[config.mk]
export PLATFORM = sky130hd
export DESIGN_NAME = sle_cell
export DESIGN_NICKNAME = d
export VERILOG_FILES = /design/src/sv/sle_pkg.sv /design/src/sv/sle_cell.sv
export SDC_FILE = /design/constraint.sdc
export NUM_CORES = 1
export LEC_CHECK = 0
export BUFFER_PORTS_ARGS = -buffer_cell sky130_fd_sc_hd__clkbuf_2
export CAP_MARGIN = 15
export CORE_MARGIN = 2
export CORE_UTILIZATION = 50
export DETAILED_ROUTE_END_ITERATION = 10
export PLACE_DENSITY = 0.82
export SLEW_MARGIN = 20
export SYNTH_ARGS = -nofsm -noshare
export SYNTH_HDL_FRONTEND = slang
export SYNTH_SLANG_ARGS = --single-unit
[constraint.sdc]
create_clock -name clock -period 8.7 [get_ports clock]
set_input_delay 0.435 -clock clock [delete_from_list [all_inputs] [get_ports clock]]
set_output_delay 0.435 -clock clock [all_outputs]
set_load 0.05 [all_outputs]
[src/sv/sle_pkg.sv]
// Shared types and constants for the sorted list engine.
// Used by sle_cell, sorted_list_engine_unit, sle_checker, sle_scoreboard and the testbench; depends on nothing.
package sle_pkg;

   localparam int POS_BITS    = 6;
   localparam int STATUS_BITS = 2;

   typedef enum logic [1:0] {
      OP_INSERT = 2'd0,
      OP_REMOVE = 2'd1,
      OP_READ   = 2'd2,
      OP_CLEAR  = 2'd3
   } op_type;

   localparam logic [STATUS_BITS-1:0] ST_DONE  = 2'd0;
   localparam logic [STATUS_BITS-1:0] ST_FULL  = 2'd1;
   localparam logic [STATUS_BITS-1:0] ST_RANGE = 2'd2;

   localparam logic CSR_IDX_DESCENDING = 1'b0;

   typedef struct packed {
      logic valid;
      logic is_read;
      logic shifting;
   } tok_type;

   typedef struct packed {
      logic remove;
      logic descending;
   } cell_cmd_type;

endpackage

[src/sv/sle_cell.sv]
// One storage cell of the sorted list chain: holds one key and one token stage.
// Depends on sle_pkg for the token and command structs.
module sle_cell #(
   parameter int KEY_BITS = 32,
   parameter int CNT_BITS = 7,
   parameter int INDEX    = 0
) (
   input  logic                  clock,
   input  logic                  reset,
   input  sle_pkg::cell_cmd_type cmd,
   input  logic [CNT_BITS-1:0]   pos,
   input  logic [CNT_BITS-1:0]   lim,
   input  sle_pkg::tok_type      tok_i,
   input  logic [KEY_BITS-1:0]   carry_i,
   input  logic [KEY_BITS-1:0]   next_key_i,
   output sle_pkg::tok_type      tok_o,
   output logic [KEY_BITS-1:0]   carry_o,
   output logic [KEY_BITS-1:0]   key_o
);

   localparam logic [CNT_BITS-1:0] IDX = CNT_BITS'(INDEX);

   logic [KEY_BITS-1:0] key_ff, key_in;
   logic [KEY_BITS-1:0] carry_ff, carry_in;
   sle_pkg::tok_type    tok_ff, tok_in;
   logic                live;
   logic                after;

   always_comb begin
      key_in   = key_ff;
      tok_in   = tok_i;
      carry_in = carry_i;
      live     = (IDX < lim);
      after    = cmd.descending ? (carry_i < key_ff) : (carry_i > key_ff);
      if (cmd.remove && (IDX >= pos)) begin
         key_in = next_key_i;
      end
      if (tok_i.valid) begin
         if (tok_i.is_read) begin
            if (IDX == pos) begin
               carry_in = key_ff;
            end
         end else if (tok_i.shifting || !live || !after) begin
            // drop the carried key here, push the held one onward
            key_in          = carry_i;
            carry_in        = key_ff;
            tok_in.shifting = 1'b1;
         end
      end
   end

   always_ff @(posedge clock) begin
      if (reset) begin
         tok_ff <= '0;
      end else begin
         tok_ff <= tok_in;
      end
   end

   always_ff @(posedge clock) begin
      key_ff   <= key_in;
      carry_ff <= carry_in;
   end

   assign tok_o   = tok_ff;
   assign carry_o = carry_ff;
   assign key_o   = key_ff;

endmodule

# After elaboration in Yosys (flattened, before gate mapping)
# Cells that the tools add are included.
[word_totals]
register_bits = 67
input_bits = 85
output_inout_bits = 67
elab_cells = 27
[op_classes]
magnitude_cmp = 4
n_mux = 12
n_reduce_logical = 6
[op_table]
columns = ["operator", "n"]
rows = [
  ["32-bit 2-to-1 mux", 8],
  ["32-bit greater-than comparator", 1],
  ["32-bit < comparator", 1],
  ["1-bit by 7-bit greater-or-equal comparator with 1-bit output (first input constant)", 1],
  ["7-bit zero test", 1],
  ["1-bit by 7-bit < comparator with 1-bit output (first input constant)", 1],
  ["1-bit 2-to-1 mux", 4],
  ["1-bit zero test", 2],
  ["1-bit logical OR", 2],
  ["1-bit logical AND", 1],
]

# Longest topological paths before layout
[logic_depth]
depth_word = 7
ltp_mapped = 10
ltp_nobuf = 9

# Least setup slack after synthesis
# No wires, ideal clock.
[synth_path]
path_kind = "flip-flop to flip-flop"
from = "register key_ff[14], in the netlist key_o[14]"
to = "register carry_ff[10], in the netlist carry_o[10]"
setup_time_ns = 0.121
arrival_ns = 2.999
t_required_ns = 8.579
path_slack_ns = 5.580
stages_incl_launch_ff = 11
path_buffers = 1
period_less_slack_ns = 3.120
path_cell_list = "dfxtp_1 > inv_1 > ha_1 > nand4_1 > nor4_1 > a21bo_2 > a311oi_2 > nor2_1 > a311oi_4 > buf_6 > mux2_2"
[synth_via]
elab_chain_cells = 7
elab_cells_between_ends = 8
cone_classes = "order compare: 2; mux: 4; reduce/logical: 2"
[synth_rtl]
columns = ["item", "line", "source"]
rows = [
  ["start: declaration", "sle_cell.sv:23", "logic [KEY_BITS-1:0] key_ff, key_in;"],
  ["start signal: assignment", "sle_cell.sv:61", "key_ff <= key_in;"],
  ["32-bit greater-than comparator / 32-bit < comparator (equally long branches)", "sle_cell.sv:34", "after = cmd.descending ? (carry_i < key_ff) : (carry_i > key_ff);"],
  ["1-bit 2-to-1 mux (*)", "sle_cell.sv:34", ""],
  ["1-bit zero test (*)", "sle_cell.sv:43", "end else if (tok_i.shifting || !live || !after) begin"],
  ["1-bit logical OR (*)", "sle_cell.sv:43", ""],
  ["32-bit 2-to-1 mux (*)", "sle_cell.sv:43", ""],
  ["32-bit 2-to-1 mux (*)", "sle_cell.sv:39", "if (tok_i.is_read) begin"],
  ["32-bit 2-to-1 mux (*)", "sle_cell.sv:38", "if (tok_i.valid) begin"],
  ["via carry_in[10]", "sle_cell.sv:24", "logic [KEY_BITS-1:0] carry_ff, carry_in;"],
  ["end signal: assignment", "sle_cell.sv:62", "carry_ff <= carry_in;"],
  ["end: declaration", "sle_cell.sv:24", ""],
]
# Mark *: on every way through the listed nets, which the timed path passes. The rest lies on a longest branch.
# A chain may end at the register's enable or synchronous reset.

# Worst setup path in the final report
[layout_path]
from = "register key_ff[14], in the netlist key_o[14]"
to = "register carry_ff[27], in the netlist carry_o[27]"
# The elaborated chain is that of the path after synthesis.

==> out/results.tsv <==
metric	value	unit
global placer's final weighted congestion	0.757	
Reg-to-Reg Start	key_o[14]	
Synth-to-Final Area Change	30.2	%
synthesized flop and latch total	67	
period utilization	44.0	%
# fillers	558	
slowest CP cell	a311oi_4	
Die Width	87.0	µm
MaxCap Viol Count	0	
Final Instance Area	4480	µm²
Crit. End Element	flop	
Ports	152	
Resized cells post-CTS	0	
clock transition at the registers of the reported paths	0.07	ns
Startpoint Class	flop	
placed instance count	536	
Placement Cell Area	4290	µm²
diode count	0	
Final Max Tran Viols	0	
largest net degree at the start of global routing	33	
count of final hold-check violations	0	
Final TNS setup	0	ns
Worst R2R End	carry_o[27]	
R2R cell count	10	
Buffers on Ports	151	
die area	7570	µm²
Worst Hold Class	primary input to flop	
Seq/Total Area, Yosys	39.0	%
DRT Pass-1 Iters	4	
most frequent cells in the layout	151 x clkbuf_2, 92 x mux2_2, 67 x dfxtp_1	
hold depth	2	
Vias per Instance	5.20	
Crit path largest cell delay	0.86	ns
HP Start	reset	
final design utilization	66.7	%
worst hold endpoint	tok_o[2]	
total wire length	8.03	mm
Final ANT Viol Nets	0	
# clock sinks	67	
latest clock arrival within the worst-skew pair	0.33	ns
global-route wire length before repair	12.4	mm
final non-filler cell total	552	
clk root buf	clkbuf_8	
post-synth top area cell	dfxtp_1	
Critical Path RT	8.92	ns
CTS max path bufs	2	
TritonCTS Buffers	9	
Post-CTS Hold Buffers	0	
final net count	584	
synthesized instance count	312	
WHS	0.300	ns
status	finished clean	
Synth area leaders	dfxtp_1 39%, mux2_2 30%, ha_1 12%, inv_1 4.0%, a21oi_1 2.2%	
Distinct cells, synth	31	
TritonCTS clock tree	done	
via count	2871	
Total Routing Usage GR	20.9	%
Reg2Reg Setup Slack	4.87	ns
row count	30	
syn nets	429	
Post-route DRC	0	
Initial Util	51.2	%
Max Fclk	0.261	GHz
CP Class	flop to flop	
VDD IR-drop max	0.160	mV
Least-Margin Pin Slew	0.977	ns
Setup-failing EPs final	0	
vias in the first global route	2683	
post-layout min period	3.83	ns
grt ovf	0	
Avg Inst Size Synth	11.0	µm²
WP data arrival	4.04	ns
CP cell instances	inv_1, ha_1, nand4_1, nor4_1, a21bo_2, a311oi_2, nor2_1, a311oi_4, buf_4, mux2_2	
commonest non-fill, non-tap cell in the layout	clkbuf_2	
area of the mapped netlist	3440	µm²
leak pwr	2.23	nW
Max transition margin	34.8	%
Power Dens Cells	270	nW/µm²
core area	6720	µm²
crit path max fanout	17	
share of post-route cells with drive strength above 1	56.1	%
Synth top area share	39.0	%
hpwl dp	6.13	mm
drt wl/cell	14.6	µm
detailed router's first-iteration violation count	36	
die height	87.0	µm
Post-CTS Repair Setup Buffers	0	
RSZ-0062 raised after global routing	false	
Worst Clk Skew	0.00713	ns
Ys Warns	0	
H-tree depth	3	
initial antenna violation count	0	
[registers in the layout, summed over array words and instances (netlist names)]
signal and count:
carry_o 32, tok_o 3, key_o 32
[logic make-up (layout without fill, tap and decap cells)]
| kind of cell | count (synthesis) | count (layout) | share of synthesized area [%] |
|---|---|---|---|
| adder cells (fa/ha/maj) | 32 | 32 | 11.6 |
| flip-flops | 67 | 67 | 39.0 |
| AO/OA/AOI/OAI | 32 | 32 | 6.61 |
| buffers and inverters | 46 | 206 | 5.78 |
| multiplexers | 96 | 96 | 31.3 |
| AND/OR/NAND/NOR | 39 | 39 | 5.70 |
[how the worst max path moves through the flow]
stage           startpoint     endpoint  slack (ns)  depth (start not counted)
6_report         key_o[14]  carry_o[27]        4.87                         10
5_1_grt          key_o[14]  carry_o[27]        4.60                         10
4_1_cts          key_o[14]  carry_o[27]        4.85                         10
3_5_place_dp   carry_i[14]  carry_o[26]        4.79                         10
3_3_place_gp   carry_i[14]  carry_o[24]        4.91                         10
2_1_floorplan    key_o[14]  carry_o[10]        5.58                         10
[through the flow]
| stage | power (mW) | worst slack, ns |
|---|---|---|
| global placement | 0.943 | 4.91 |
| floorplan | 0.828 | 5.58 |
| CTS | 1.22 | 4.85 |
| detailed placement | 0.962 | 4.79 |
| finish | 1.21 | 4.87 |
| global route | 1.28 | 4.60 |
[metal layers]
layer,vias up,part of all wire [%],track usage (%)
met5,-,0,0
met4,0,1.1,5.97
met3,8,6.3,6.35
met2,100,51,36.4
met1,1343,42,24.8
li1,1420,-,-
[area by class of cell]
type | count | area, µm² | share of cell area (%)
inverters | 37 | 139 | 3.10
repair buffers | 153 | 791 | 17.6
clock buffers | 11 | 141 | 3.15
multi-input cells | 199 | 1920 | 42.8
flip-flops and latches | 67 | 1340 | 29.9
well taps | 80 | 100 | 2.23
clock inverters | 5 | 52.6 | 1.17
[report_power, final]
part | total [mW] | switching [mW] | internal [mW] | leakage [nW]
Sequential | 0.417 | 0.0460 | 0.371 | 0.565
Combinational | 0.539 | 0.356 | 0.183 | 1.57
Clock | 0.255 | 0.116 | 0.139 | 0.0991
[critical path, delay by kind of cell (launching register included)]
family	cells	cell delay (ns)
flip-flops	1	0.37
adder cells (fa/ha/maj)	1	0.31
buffers and inverters	2	0.46
AND/OR/NAND/NOR	3	0.77
AO/OA/AOI/OAI	3	1.42
multiplexers	1	0.36
[cells in the mapped netlist]
master,number
mux2_2,92
dfxtp_1,67
inv_1,37
ha_1,32
a21oi_1,15
nand2_1,10
nand4_1,7
nor2_1,6
o21ai_0,5
nand3_1,4
nor4_1,4
buf_2,3
buf_6,3
clkbuf_1,3
nor3_1,3
a221oi_1,2
a31oi_1,2
mux2_1,2
mux2i_1,2
nand2b_1,2
a211oi_1,1
a21bo_2,1
a311o_1,1
a311oi_2,1
a311oi_4,1
a31oi_2,1
nor2b_1,1
o211ai_1,1
o31a_1,1
or3_1,1
or4_1,1
Note: power is estimated with default switching activity, not from simulation.
